### src/hw/rtl/jtl_pkg.sv
// Shared types, character codes and result codes for the JSON token lexer.
`timescale 1ns / 1ps

package jtl_pkg;

	typedef enum logic [1:0] {
		MODE_IDLE    = 2'd0,
		MODE_STRING  = 2'd1,
		MODE_NUMBER  = 2'd2,
		MODE_KEYWORD = 2'd3
	} mode_t;

	localparam logic [1:0] EV_CONTENT = 2'd0;
	localparam logic [1:0] EV_TOKEN   = 2'd1;
	localparam logic [1:0] EV_ERROR   = 2'd2;

	localparam logic [3:0] TK_NONE    = 4'd0;
	localparam logic [3:0] TK_LBRACE  = 4'd0;
	localparam logic [3:0] TK_RBRACE  = 4'd1;
	localparam logic [3:0] TK_LSQUARE = 4'd2;
	localparam logic [3:0] TK_RSQUARE = 4'd3;
	localparam logic [3:0] TK_COLON   = 4'd4;
	localparam logic [3:0] TK_COMMA   = 4'd5;
	localparam logic [3:0] TK_STRING  = 4'd6;
	localparam logic [3:0] TK_INT     = 4'd7;
	localparam logic [3:0] TK_FLOAT   = 4'd8;
	localparam logic [3:0] TK_BOOL    = 4'd9;

	localparam logic [2:0] ER_NONE        = 3'd0;
	localparam logic [2:0] ER_OPEN_STRING = 3'd0;
	localparam logic [2:0] ER_OPEN_NUMBER = 3'd1;
	localparam logic [2:0] ER_TWO_POINTS  = 3'd2;
	localparam logic [2:0] ER_BAD_KEYWORD = 3'd3;
	localparam logic [2:0] ER_UNEXPECTED  = 3'd4;

	localparam logic [7:0] CH_TAB     = 8'h09;
	localparam logic [7:0] CH_NEWLINE = 8'h0A;
	localparam logic [7:0] CH_SPACE   = 8'h20;
	localparam logic [7:0] CH_QUOTE   = 8'h22;
	localparam logic [7:0] CH_POINT   = 8'h2E;
	localparam logic [7:0] CH_MINUS   = 8'h2D;
	localparam logic [7:0] CH_ZERO    = 8'h30;
	localparam logic [7:0] CH_NINE    = 8'h39;
	localparam logic [7:0] CH_T       = 8'h74;
	localparam logic [7:0] CH_F       = 8'h66;
	localparam logic [7:0] CH_LBRACE  = 8'h7B;
	localparam logic [7:0] CH_RBRACE  = 8'h7D;
	localparam logic [7:0] CH_LSQUARE = 8'h5B;
	localparam logic [7:0] CH_RSQUARE = 8'h5D;
	localparam logic [7:0] CH_COLON   = 8'h3A;
	localparam logic [7:0] CH_COMMA   = 8'h2C;

	typedef struct packed {
		mode_t      mode;
		logic [2:0] kw_progress;
		logic       kw_is_false;
		logic       point_seen;
		logic       halted;
	} lex_state_t;

	localparam lex_state_t STATE_RESET = '{
		mode: MODE_IDLE, kw_progress: 3'd0, kw_is_false: 1'b0,
		point_seen: 1'b0, halted: 1'b0
	};

	typedef struct packed {
		logic [1:0] event_kind;
		logic [3:0] token_kind;
		logic [7:0] content_byte;
		logic       bool_value;
		logic [2:0] error_code;
		logic       last_result;
	} result_t;

	// up to two results per input byte
	typedef struct packed {
		logic [1:0] count;
		result_t    r0;
		result_t    r1;
	} step_out_t;

	function automatic result_t make_result(input logic [1:0] ev, input logic [3:0] tok,
		input logic [7:0] b, input logic bval, input logic [2:0] err);
		result_t r;
		r.event_kind   = ev;
		r.token_kind   = tok;
		r.content_byte = b;
		r.bool_value   = bval;
		r.error_code   = err;
		r.last_result  = 1'b0;
		return r;
	endfunction

	// keyword letters: "true" and "false", position 0..4
	function automatic logic [7:0] kw_char(input logic is_false, input logic [2:0] pos);
		logic [7:0] ch;
		ch = 8'h00;
		if (is_false) begin
			unique case (pos)
				3'd0: ch = 8'h66;
				3'd1: ch = 8'h61;
				3'd2: ch = 8'h6C;
				3'd3: ch = 8'h73;
				3'd4: ch = 8'h65;
				default: ch = 8'h00;
			endcase
		end else begin
			unique case (pos)
				3'd0: ch = 8'h74;
				3'd1: ch = 8'h72;
				3'd2: ch = 8'h75;
				3'd3: ch = 8'h65;
				default: ch = 8'h00;
			endcase
		end
		return ch;
	endfunction

endpackage

### src/hw/rtl/jtl_step.sv
// Next-state and result logic of the lexer for one input byte.
`timescale 1ns / 1ps

module jtl_step (
	input  jtl_pkg::lex_state_t state,
	input  logic [7:0]          char_byte,
	input  logic                end_of_input,
	output jtl_pkg::lex_state_t state_next,
	output jtl_pkg::step_out_t  step
);
	import jtl_pkg::*;

	typedef struct packed {
		logic [1:0] count;
		result_t    r0;
		result_t    r1;
		lex_state_t st;
	} idle_out_t;

	function automatic logic is_digit(input logic [7:0] c);
		return (c >= CH_ZERO) && (c <= CH_NINE);
	endfunction

	// byte seen in idle mode; errors also halt
	function automatic idle_out_t idle_byte(input logic [7:0] c, input logic eoi,
		input lex_state_t st_in);
		idle_out_t o;
		o.count = 2'd0;
		o.r0    = '0;
		o.r1    = '0;
		o.st    = st_in;
		o.st.mode = MODE_IDLE;
		priority if (c == CH_TAB || c == CH_NEWLINE || c == CH_SPACE) begin
			o.count = 2'd0;
		end else if (c == CH_QUOTE) begin
			o.st.mode = MODE_STRING;
			if (eoi) begin
				o.count = 2'd1;
				o.r0 = make_result(EV_ERROR, TK_NONE, 8'h00, 1'b0, ER_OPEN_STRING);
				o.st.halted = 1'b1;
				o.st.mode = MODE_IDLE;
			end
		end else if (c == CH_T || c == CH_F) begin
			o.st.mode = MODE_KEYWORD;
			o.st.kw_is_false = (c == CH_F);
			o.st.kw_progress = 3'd1;
			if (eoi) begin
				o.count = 2'd1;
				o.r0 = make_result(EV_ERROR, TK_NONE, 8'h00, 1'b0, ER_BAD_KEYWORD);
				o.st.halted = 1'b1;
				o.st.mode = MODE_IDLE;
			end
		end else if (c == CH_LBRACE) begin
			o.count = 2'd1;
			o.r0 = make_result(EV_TOKEN, TK_LBRACE, 8'h00, 1'b0, ER_NONE);
		end else if (c == CH_RBRACE) begin
			o.count = 2'd1;
			o.r0 = make_result(EV_TOKEN, TK_RBRACE, 8'h00, 1'b0, ER_NONE);
		end else if (c == CH_LSQUARE) begin
			o.count = 2'd1;
			o.r0 = make_result(EV_TOKEN, TK_LSQUARE, 8'h00, 1'b0, ER_NONE);
		end else if (c == CH_RSQUARE) begin
			o.count = 2'd1;
			o.r0 = make_result(EV_TOKEN, TK_RSQUARE, 8'h00, 1'b0, ER_NONE);
		end else if (c == CH_COLON) begin
			o.count = 2'd1;
			o.r0 = make_result(EV_TOKEN, TK_COLON, 8'h00, 1'b0, ER_NONE);
		end else if (c == CH_COMMA) begin
			o.count = 2'd1;
			o.r0 = make_result(EV_TOKEN, TK_COMMA, 8'h00, 1'b0, ER_NONE);
		end else if (c == CH_MINUS || is_digit(c)) begin
			o.st.mode = MODE_NUMBER;
			o.st.point_seen = 1'b0;
			o.count = 2'd1;
			o.r0 = make_result(EV_CONTENT, TK_NONE, c, 1'b0, ER_NONE);
			if (eoi) begin
				o.count = 2'd2;
				o.r1 = make_result(EV_ERROR, TK_NONE, 8'h00, 1'b0, ER_OPEN_NUMBER);
				o.st.halted = 1'b1;
				o.st.mode = MODE_IDLE;
			end
		end else begin
			o.count = 2'd1;
			o.r0 = make_result(EV_ERROR, TK_NONE, 8'h00, 1'b0, ER_UNEXPECTED);
			o.st.halted = 1'b1;
		end
		return o;
	endfunction

	idle_out_t  idle;
	lex_state_t st;
	step_out_t  so;
	logic       is_point;
	logic [2:0] kw_len;
	logic [2:0] kw_next;

	always_comb begin
		idle     = '0;
		st       = state;
		so       = '0;
		is_point = (char_byte == CH_POINT);
		kw_len   = state.kw_is_false ? 3'd5 : 3'd4;
		kw_next  = state.kw_progress + 3'd1;

		if (state.halted) begin
			so.count = 2'd0;
		end else begin
			unique case (state.mode)
				MODE_STRING: begin
					if (char_byte == CH_QUOTE) begin
						st.mode = MODE_IDLE;
						so.count = 2'd1;
						so.r0 = make_result(EV_TOKEN, TK_STRING, 8'h00, 1'b0, ER_NONE);
					end else begin
						so.count = 2'd1;
						so.r0 = make_result(EV_CONTENT, TK_NONE, char_byte, 1'b0, ER_NONE);
						if (end_of_input) begin
							so.count = 2'd2;
							so.r1 = make_result(EV_ERROR, TK_NONE, 8'h00, 1'b0,
								ER_OPEN_STRING);
							st.halted = 1'b1;
							st.mode = MODE_IDLE;
						end
					end
				end
				MODE_NUMBER: begin
					if (is_digit(char_byte) || is_point) begin
						if (is_point && state.point_seen) begin
							so.count = 2'd1;
							so.r0 = make_result(EV_ERROR, TK_NONE, 8'h00, 1'b0,
								ER_TWO_POINTS);
							st.halted = 1'b1;
							st.mode = MODE_IDLE;
						end else begin
							st.point_seen = state.point_seen | is_point;
							so.count = 2'd1;
							so.r0 = make_result(EV_CONTENT, TK_NONE, char_byte, 1'b0,
								ER_NONE);
							if (end_of_input) begin
								so.count = 2'd2;
								so.r1 = make_result(EV_ERROR, TK_NONE, 8'h00, 1'b0,
									ER_OPEN_NUMBER);
								st.halted = 1'b1;
								st.mode = MODE_IDLE;
							end
						end
					end else begin
						// number ends; terminator replays in idle, only its last result kept
						so.count = 2'd1;
						so.r0 = make_result(EV_TOKEN,
							state.point_seen ? TK_FLOAT : TK_INT, 8'h00, 1'b0, ER_NONE);
						st.mode = MODE_IDLE;
						st.point_seen = 1'b0;
						idle = idle_byte(char_byte, end_of_input, st);
						st = idle.st;
						if (idle.count != 2'd0) begin
							so.count = 2'd2;
							so.r1 = (idle.count == 2'd2) ? idle.r1 : idle.r0;
						end
					end
				end
				MODE_KEYWORD: begin
					if (state.kw_progress >= kw_len ||
						char_byte != kw_char(state.kw_is_false, state.kw_progress)) begin
						so.count = 2'd1;
						so.r0 = make_result(EV_ERROR, TK_NONE, 8'h00, 1'b0, ER_BAD_KEYWORD);
						st.halted = 1'b1;
						st.mode = MODE_IDLE;
					end else begin
						st.kw_progress = kw_next;
						if (kw_next == kw_len) begin
							st.mode = MODE_IDLE;
							st.kw_progress = 3'd0;
							so.count = 2'd1;
							so.r0 = make_result(EV_TOKEN, TK_BOOL, 8'h00,
								~state.kw_is_false, ER_NONE);
						end else if (end_of_input) begin
							so.count = 2'd1;
							so.r0 = make_result(EV_ERROR, TK_NONE, 8'h00, 1'b0,
								ER_BAD_KEYWORD);
							st.halted = 1'b1;
							st.mode = MODE_IDLE;
						end
					end
				end
				MODE_IDLE: begin
					idle = idle_byte(char_byte, end_of_input, state);
					st = idle.st;
					so.count = idle.count;
					so.r0 = idle.r0;
					so.r1 = idle.r1;
				end
			endcase
		end

		if (end_of_input) begin
			st = STATE_RESET;
		end
		if (so.count == 2'd1) begin
			so.r0.last_result = 1'b1;
		end
		if (so.count == 2'd2) begin
			so.r1.last_result = 1'b1;
		end
	end

	assign state_next = st;
	assign step       = so;

endmodule

### src/hw/rtl/json_token_lexer_core.sv
// Streaming JSON lexer: one byte in per beat, literal bytes, tokens and errors out.
// Each accepted byte is registered, lexed into the result queue when it has room, and presented from the queue head.
// Throughput: one byte per cycle; a byte with two results needs two output beats,
// and a 4-entry result queue absorbs them; input stalls while fewer than two are free.
// Reset: arst_n clears the lexer state, input valid flag, queue pointers and queue count at once.
`timescale 1ns / 1ps

module json_token_lexer_core (
	input  logic        clk,
	input  logic        arst_n,
	input  logic        s_tvalid,
	output logic        s_tready,
	input  logic [7:0]  s_tdata,   // [7:0] char_byte
	input  logic        s_tlast,   // end_of_input
	output logic        m_tvalid,
	input  logic        m_tready,
	output logic [15:0] m_tdata,   // [3:0] token_kind, [11:4] content_byte,
	                               // [12] bool_value, [15:13] error_code
	output logic [1:0]  m_tuser,   // [1:0] event_kind
	output logic        m_tlast    // last_result
);
	import jtl_pkg::*;

	localparam int Depth = 4;
	localparam int PtrW  = $clog2(Depth);
	localparam int CntW  = $clog2(Depth + 1);

	logic            v_s1;
	logic [7:0]      byte_s1;
	logic            eoi_s1;
	lex_state_t      state_q;
	lex_state_t      state_next;
	step_out_t       step;
	result_t         fifo_q [Depth];
	logic [PtrW-1:0] wptr_q;
	logic [PtrW-1:0] rptr_q;
	logic [CntW-1:0] count_q;
	logic            can_process;
	logic            proc;
	logic            pop;
	result_t         head;

	jtl_step u_step (
		.state        (state_q),
		.char_byte    (byte_s1),
		.end_of_input (eoi_s1),
		.state_next   (state_next),
		.step         (step)
	);

	// room for the worst case of two results per byte
	assign can_process = (count_q <= CntW'(Depth - 2));
	assign proc        = v_s1 && can_process;
	assign s_tready    = !v_s1 || can_process;
	assign pop         = m_tvalid && m_tready;
	assign head        = fifo_q[rptr_q];

	assign m_tvalid = (count_q != '0);
	assign m_tdata  = {head.error_code, head.bool_value, head.content_byte, head.token_kind};
	assign m_tuser  = head.event_kind;
	assign m_tlast  = head.last_result;

	always_ff @(posedge clk or negedge arst_n) begin
		if (!arst_n) begin
			v_s1    <= 1'b0;
			state_q <= STATE_RESET;
			wptr_q  <= '0;
			rptr_q  <= '0;
			count_q <= '0;
		end else begin
			if (s_tvalid && s_tready) begin
				v_s1 <= 1'b1;
			end else if (proc) begin
				v_s1 <= 1'b0;
			end
			if (proc) begin
				state_q <= state_next;
				wptr_q  <= wptr_q + PtrW'(step.count);
			end
			if (pop) begin
				rptr_q <= rptr_q + PtrW'(1);
			end
			count_q <= count_q + (proc ? CntW'(step.count) : CntW'(0)) - CntW'(pop);
		end
	end

	always_ff @(posedge clk) begin
		if (s_tvalid && s_tready) begin
			byte_s1 <= s_tdata;
			eoi_s1  <= s_tlast;
		end
		if (proc && step.count != 2'd0) begin
			fifo_q[wptr_q] <= step.r0;
		end
		if (proc && step.count == 2'd2) begin
			fifo_q[wptr_q + PtrW'(1)] <= step.r1;
		end
	end

	a_no_overflow: assert property (@(posedge clk) disable iff (!arst_n)
		count_q <= CntW'(Depth))
		else $error("result queue overflow");

	a_hold_stalled_byte: assert property (@(posedge clk) disable iff (!arst_n)
		v_s1 && !can_process |=> v_s1 && $stable(byte_s1) && $stable(eoi_s1))
		else $error("stalled input byte lost");

	a_halt_silent: assert property (@(posedge clk) disable iff (!arst_n)
		proc && state_q.halted |-> step.count == 2'd0)
		else $error("result produced while halted on error");

	a_eoi_resets: assert property (@(posedge clk) disable iff (!arst_n)
		proc && eoi_s1 |=> state_q == STATE_RESET)
		else $error("state not cleared after end of input");

endmodule

### config.mk
export PLATFORM = sky130hd
export DESIGN_NAME = json_token_lexer_core
export DESIGN_NICKNAME = d
export VERILOG_FILES = /design/src/hw/rtl/jtl_pkg.sv /design/src/hw/rtl/jtl_step.sv /design/src/hw/rtl/json_token_lexer_core.sv
export SDC_FILE = /design/constraint.sdc
export NUM_CORES = 1
export LEC_CHECK = 0
export BUFFER_PORTS_ARGS = -buffer_cell sky130_fd_sc_hd__buf_2
export CAP_MARGIN = 15
export CORE_AREA = 4 4 102 104
export CTS_CLUSTER_SIZE = 14
export DETAILED_ROUTE_END_ITERATION = 8
export DIE_AREA = 0 0 106 108
export PLACE_DENSITY = 0.87
export SYNTH_ARGS = -nofsm -noshare
export SYNTH_HDL_FRONTEND = slang
export SYNTH_SLANG_ARGS = --single-unit
### constraint.sdc
create_clock -name clk -period 5.7 [get_ports clk]
set_input_delay 0.57 -clock clk [delete_from_list [all_inputs] [get_ports clk]]
set_output_delay 0.57 -clock clk [all_outputs]
set_load 0.01 [all_outputs]
==> results of run 1 <==
-- power groups by stage --
stage | Clock [W] | Combinational (W) | Sequential [W]
after global routing | 0.000496 | 0.000900 | 0.00107
after floorplan | 0 | 0.000708 | 0.000950
after global placement | 0 | 0.000798 | 0.00106
final | 0.000454 | 0.000822 | 0.00105
after CTS | 0.000457 | 0.000825 | 0.00105
after detailed placement | 0 | 0.000820 | 0.00107
-- stage by stage --
stage | setup slack, ps | area, um2 | hold WS (ps) | std cells | power [W]
6_report | 1335 | 6510 | 82.79 | 714 | 0.002330
5_1_grt | 1020 | 6510 | 101.0 | 714 | 0.002468
4_1_cts | 1361 | 6510 | 87.13 | 714 | 0.002335
3_5_place_dp | 1387 | 6324 | 492.4 | 698 | 0.001890
3_3_place_gp | 1509 | 6324 | 478.7 | 698 | 0.001853
2_1_floorplan | 2049 | 6148 | 274.4 | 562 | 0.001658
-- routing by layer --
metal,up-vias,share of wire
li1,2168,-
met1,2215,0.38
met2,333,0.49
met3,54,0.096
met4,0,0.035
met5,-,0
-- area by class of cell --
class,count,area [um2]
Timing Repair Buffer,36,187.7
Inverter,21,78.83
Multi-Input combinational cell,407,3018
Tap cell,133,166.4
Clock buffer,12,135.1
Fill cell,718,3039
Clock inverter,4,51.30
Sequential cell,101,2873
-- sequential cells by signal (all words and copies together), names as in the netlist --
register / flops
byte_s1: 8
count_q: 3
eoi_s1: 1
fifo_q: 76
rptr_q: 2
state_q: 8
v_s1: 1
wptr_q: 2
-- cell families (layout without fill, tap and decap cells) --
kind of cell | Yosys count | count (layout)
simple gates | 208 | 208
compound gates | 153 | 153
flops | 101 | 101
buf+inv | 54 | 73
mux | 21 | 21
fa+ha+maj | 16 | 16
xor+xnor | 9 | 9
-- placed cells by master (no fill, tap or decap), types with 4 or more instances in the layout --
master	synthesis	routed
clkbuf_8	0	9
o22ai_1	16	16
a31oi_1	5	5
buf_2	12	33
a21oi_1	25	25
o31ai_4	5	5
dfrtp_1	16	16
or2_2	4	4
mux4_2	19	19
o21a_1	4	4
nand2b_1	9	9
or3_1	6	6
xnor2_1	6	6
nor2b_1	8	8
edfxtp_1	77	77
nand4_1	6	6
o211ai_1	5	5
nor3_1	12	12
o2bb2ai_1	12	12
nand3_1	15	15
nand2_1	45	45
nor2_1	61	61
dfxtp_1	8	8
a32oi_1	4	4
inv_1	20	20
and2_1	7	7
o21ai_0	35	35
a211oi_1	4	4
o22ai_2	5	5
ha_1	15	15
nor4_1	4	4
-- worst paths after layout --
path | from | end | slack [ps] | cells after the start
min reg2reg | count_q[2] | count_q[2] | 500 | 1
min in group clk | s_tdata[0] | byte_s1[0] | 360 | 1
min | arst_n | state_q[5] | 80 | 1
max reg2reg | state_q[2] | fifo_q[0][7] | 1340 | 9
max | state_q[2] | fifo_q[0][7] | 1340 | 9
max in group asynchronous | arst_n | rptr_q[1] | 5340 | 1
==> metrics.md, run 1 <==
| Metric | Value |
|---|---|
| Tmin final | `4365 ps` |
| IO Count | `34` |
| Die X | `106 um` |
| Unique masters post-synth | `83` |
| Post-CTS setup buffers | `0` |
| Grt met3 use | `0.04657` |
| Multiplexer share of the synthesized area | `0.07326` |
| Starting DRT DRC Count | `638` |
| First-pass GRT wire length | `23,910 um` |
| Worst-path clk slew | `100 ps` |
| Post-synth EDFFs | `77` |
| Max incr delay on CP | `740 ps` |
| DIE AREA | `11,450 um2` |
| Post-synthesis cell count | `562` |
| Most frequent cell after synthesis | `edfxtp_1` |
| Peak VDD IR | `179.2 uV` |
| WP data arrival | `4370 ps` |
| Vias per cell | `6.681` |
| Syn Nets | `591` |
| Area share of xor/xnor cells in the synthesized design | `0.01282` |
| Avg Inst Size Synth | `10.94 um2` |
| Post-synth top area cell | `edfxtp_1` |
| Diode count | `0` |
| Share of cells above drive strength 1 | `0.1807` |
| Status | `finished, final reports clean` |
| Initial antenna violation count | `0` |
| Main synth FF type | `edfxtp_1` |
| # hold bufs at CTS | `0` |
| Chip height | `108 um` |
| Gr ovfl total | `0` |
| Setup Skew | `10.43 ps` |
| CP max FO | `17` |
| Family with the most delay on the worst path | `simple AND/OR/NAND/NOR gates` |
| PwrDens | `357.9 nW/um2` |
| CP required | `5710 ps` |
| Ys Warns | `0` |
| Hold Fails Final Rpt | `0` |
| Number of synthesized register bits | `101` |
| PostCTS Resize Cnt | `0` |
| Most area-consuming cells after synthesis | `edfxtp_1 (38%), mux4_2 (7.0%), dfrtp_1 (6.5%)` |
| P_sw | `0.0008716 W` |
| Sequential fraction of the synthesis area | `0.4672` |
| Hold Crit Class | `in -> async` |
| Fin nets | `605` |
| TritonCTS clock tree | `built` |
| Worst-Margin Slew | `908.0 ps` |
| Final Core Density | `0.6817` |
| Port buffer count | `33` |
| Worst setup EP type | `flip-flop` |
| Routed len/inst | `20.59 um` |
| Power share of the clock group | `0.195` |
| Comb power frac | `0.353` |
| Synth top cells by count | `edfxtp_1 (77), nor2_1 (61), nand2_1 (45)` |
| Compound-Gate Fraction of Synth Area | `0.1893` |
| Longest Clk Path Bufs | `2` |
| Cell-internal power | `0.001459 W` |
| CP cell instances | `ha_1 -> or3b_1 -> a221oi_1 -> o311ai_1 -> nor3_2 -> a21oi_4 -> o31ai_4 -> nand2_2 -> nand2_1` |
| Fmax | `229.1 MHz` |
| CP Class | `reg -> reg` |
| Post-Synth Simple-Gate Area | `0.1817` |
| Buf/Inv on CP | `0` |
| Row count | `36` |
| DRT Pass-1 Iters | `8` |
| Met2 usage | `0.4472` |
| Total CTS buffers | `9` |
| Switch share | `0.3740` |
| Detailed Place HPWL | `10,820 um` |
| Slew HR | `0.3947` |
| H-tree depth | `3` |
| Adder-Cell Fraction of Synth Area | `0.03378` |
| Area Growth Syn to Fin | `5.881%` |
| Pin count of the biggest net entering global routing | `22` |
| Final Slew Violations | `0` |
| Seq pwr share | `0.452` |
| Leak pwr | `2.203 nW` |
| RD Place Congestion | `0.9493` |
| Synth top area share | `0.3761` |
| Finish-stage setup viols | `0` |
| Vias in the first global route | `4,578` |
| Clk sink count | `101` |
| RSZ-0062 raised after global routing | `no` |
| Most Crowded Layer GR | `met2` |
| Async SR Flop Fraction | `0.1584` |
| DR DRC count | `0` |
| Clk_lat worst skew | `380 ps` |
| Global Route Usage Sum | `0.2697` |
| Via count | `4,770` |
| Final wirelength | `14,700 um` |
| Final period utilization | `0.7657` |
| Remaining antenna violation count after routing | `0` |
| Largest family of logic cells by synthesized area | `compound AO/OA/AOI/OAI gates` |
| Clk root buf | `clkbuf_8` |
| Core Footprint | `9549 um2` |
| Grt met1 use | `0.3532` |
| Crit-path slowest cell | `o31ai_4` |
| Crit start category | `flip-flop` |
| Max_cap viols | `0` |
| Fin Setup TNS | `0 ps` |
| Starting density of the core | `0.6439` |
| Mapped Area | `6148 um2` |
(Power assumes the default switching activity.)
==> inputs of run 2 (changes only) <==
--- a/config.mk
+++ b/config.mk
@@ -7,11 +7,11 @@
 export LEC_CHECK = 0
 export BUFFER_PORTS_ARGS = -buffer_cell sky130_fd_sc_hd__buf_2
 export CAP_MARGIN = 15
-export CORE_AREA = 4 4 102 104
+export CORE_AREA = 4 4 110 112
 export CTS_CLUSTER_SIZE = 14
 export DETAILED_ROUTE_END_ITERATION = 8
-export DIE_AREA = 0 0 106 108
-export PLACE_DENSITY = 0.87
+export DIE_AREA = 0 0 114 116
+export PLACE_DENSITY = 0.79
 export SYNTH_ARGS = -nofsm -noshare
 export SYNTH_HDL_FRONTEND = slang
 export SYNTH_SLANG_ARGS = --single-unit
==> constraint.sdc (replaced) <==
create_clock -name clk -period 3.95 [get_ports clk]
set_input_delay 0.395 -clock clk [delete_from_list [all_inputs] [get_ports clk]]
set_output_delay 0.395 -clock clk [all_outputs]
set_load 0.01 [all_outputs]
==> run 2 against run 1 <==
Compared with the run above:
- global-route usage is 2.9 points lower
- core utilization is 7.2 points lower
- register-to-register slack worse by 1000 ps
- clock power is 90% higher
- cell count is 5.0% higher
- clock skew is 4.5 ps higher
- sequential power is 42% higher
==> metrics.md, run 2 (synthesis results as in run 1) <==
| Metric | Value |
|---|---|
| Die X | `114 um (+7.5%)` |
| Slew HR | `0.3597 (-0.03499)` |
| Fmax | `273.8 MHz (+19%)` |
| IO Count | `34 (unchanged)` |
| Share of cells above drive strength 1 | `0.2208 (+0.04003)` |
| Clk root buf | `clkbuf_16` |
| Met3 wire len | `1018 um (-28%)` |
| Detailed Place HPWL | `11,360 um (+4.9%)` |
| Core Footprint | `11,220 um2 (+18%)` |
| Post-CTS setup buffers | `0 (unchanged)` |
| Final Core Density | `0.6097 (-0.07204)` |
| Area Growth Syn to Fin | `11.29%` |
| Starting density of the core | `0.5478 (-0.09604)` |
| WP data arrival | `3930 ps (-440 ps)` |
| H-tree depth | `3 (unchanged)` |
| Crit start category | `flip-flop` |
| Global Route Usage Sum | `0.2406 (-0.02905)` |
| CP required | `4220 ps (-1490 ps)` |
| Fin cells | `750 (+5.0%)` |
| Hold Crit Class | `in -> reg` |
| Gr ovfl total | `0 (unchanged)` |
| CP max FO | `5 (-12)` |
| Worst-Margin Slew | `960.5 ps (+52.48 ps)` |
| Status | `finished, final reports clean` |
| PwrDens | `529.4 nW/um2 (+48%)` |
| Pin count of the biggest net entering global routing | `21 (-4.5%)` |
| Post-placement cell count | `733 (+5.0%)` |
| Setup Skew | `14.93 ps (+4.505 ps)` |
| Final Slew Violations | `0 (unchanged)` |
| Leak pwr | `2.385 nW (+8.3%)` |
| RD Place Congestion | `0.9373 (-1.3%)` |
| Chip height | `116 um (+7.4%)` |
| Most frequent cells in the layout | `edfxtp_1 (77), nor2_1 (61), nand2_1 (45)` |
| DRT Pass-1 Iters | `5 (-3)` |
| CP Class | `reg -> reg` |
| Most common cell after layout, fill and taps aside | `edfxtp_1` |
| First-pass GRT wire length | `24,830 um (+3.9%)` |
| Worst-path clk slew | `80 ps (-20 ps)` |
| Final period utilization | `0.9247 (+0.1590)` |
| Diode count | `0 (unchanged)` |
| Finish-stage setup viols | `0 (unchanged)` |
| Clk_lat worst skew | `360 ps (-20 ps)` |
| Sequential Area | `2873 um2 (unchanged)` |
| DR DRC count | `0 (unchanged)` |
| Largest register FFs | `76 (unchanged)` |
| Longest Clk Path Bufs | `2 (unchanged)` |
| Vias in the first global route | `4,770 (+4.2%)` |
| Peak VDD IR | `272.7 uV (+52%)` |
| Via count | `4,816 (+0.96%)` |
| Met2 Routed Length | `7371 um (+2.8%)` |
| Fin Hold WS | `204.8 ps (+122.0 ps)` |
| Port buffer count | `33 (unchanged)` |
| Filler cells | `928 (+29%)` |
| TritonCTS clock tree | `built` |
| Fin Setup TNS | `0 ps (unchanged)` |
| RSZ-0062 raised after global routing | `no` |
| Max Used Layer | `met4` |
| Remaining antenna violation count after routing | `0 (unchanged)` |
| Routed length on met1 | `6411 um (+14%)` |
| Routed len/inst | `20.26 um (-1.6%)` |
| Max_cap viols | `0 (unchanged)` |
| Hold Fails Final Rpt | `0 (unchanged)` |
| Vias per cell | `6.421 (-3.9%)` |
| Worst setup EP type | `flip-flop` |
| Row count | `39 (+8.3%)` |
| Multi-input logic area | `3030 um2 (+0.41%)` |
| Largest registers | `fifo_q (76), byte_s1 (8), state_q (8)` |
| Initial antenna violation count | `0 (unchanged)` |
| Largest register by flop count | `fifo_q` |
| Final wirelength | `15,190 um (+3.4%)` |
| Clk sink count | `101 (unchanged)` |
| DIE AREA | `13,220 um2 (+16%)` |
| Starting DRT DRC Count | `472 (-26%)` |
| Total CTS buffers | `9 (unchanged)` |
| Fin nets | `631 (+4.3%)` |
| Tmin final | `3652 ps (-712.1 ps)` |
-- run 2: changes by cell type in the layout (fill, tap and decap cells not counted), sizes merged --
cell,delta
inv,+1
clkinvlp,-1
dlygate4sd3,+1
buf,+25
bufinv,-1
clkinv,+4
clkbuf,-3
-- run 2: power breakdown --
part | internal, W | switching [W]
sequential | 0.00130 | 0.000195
combinational | 0.000552 | 0.000719
clock | 0.000438 | 0.000423
-- run 2: area by class of cell --
class                      count  area share
timing repair buffer          62     0.05815
clock buffer                   9     0.03291
tap                          143     0.02615
sequential                   101      0.4198
multi-input combinational    407      0.4429
inverter                      21     0.01152
clock inverter                 7    0.008594
-- run 2: final timing paths --
kind | startpoint | end | slack, ps | cells past startpoint
max | state_q[3] | count_q[2] | 300 | 16
min | s_tlast | eoi_s1 | 200 | 1
max reg2reg | state_q[3] | count_q[2] | 300 | 16
min reg2reg | rptr_q[0] | rptr_q[0] | 500 | 1
max in group asynchronous | arst_n | wptr_q[1] | 3230 | 2
min in group asynchronous | arst_n | state_q[4] | 460 | 2
-- run 2: critical path, cell delays in order (launching register included) --
cell and delay, ps:
dfrtp_1 440, inv_1 110, ha_1 320, or3b_1 380, a221oi_1 280, o311ai_1 170, nor3_2 270, a21oi_4 110
o21ai_1 220, or3_1 140, ha_1 220, inv_1 60, ha_1 130, inv_1 50, fa_1 370, xor2_1 190
xnor2_1 150
-- run 2: metrics by stage --
stage          total power, W  cell area, um2  worst slack (ps)
6_report             0.003622            6843             297.5
4_1_cts              0.003638            6830             199.3
3_5_place_dp         0.002791            6536             228.2
2_1_floorplan        0.002393            6148             298.6
3_3_place_gp         0.002756            6536             331.5
5_1_grt              0.003830            6843             33.60
-- run 2: repair_timing --
item / in CTS / in global routing
gates resized for setup: 0 / 3
hold buffers: 1 / 0
hold endpoints to repair: 16 / 0
setup endpoints to repair: 0 / 1
-- run 2: metal layers --
layer,GRT usage,vias up
met5,0,-
met4,0.1029,0
met1,0.3152,2331
li1,-,2224
met2,0.4040,224
met3,0.03238,37
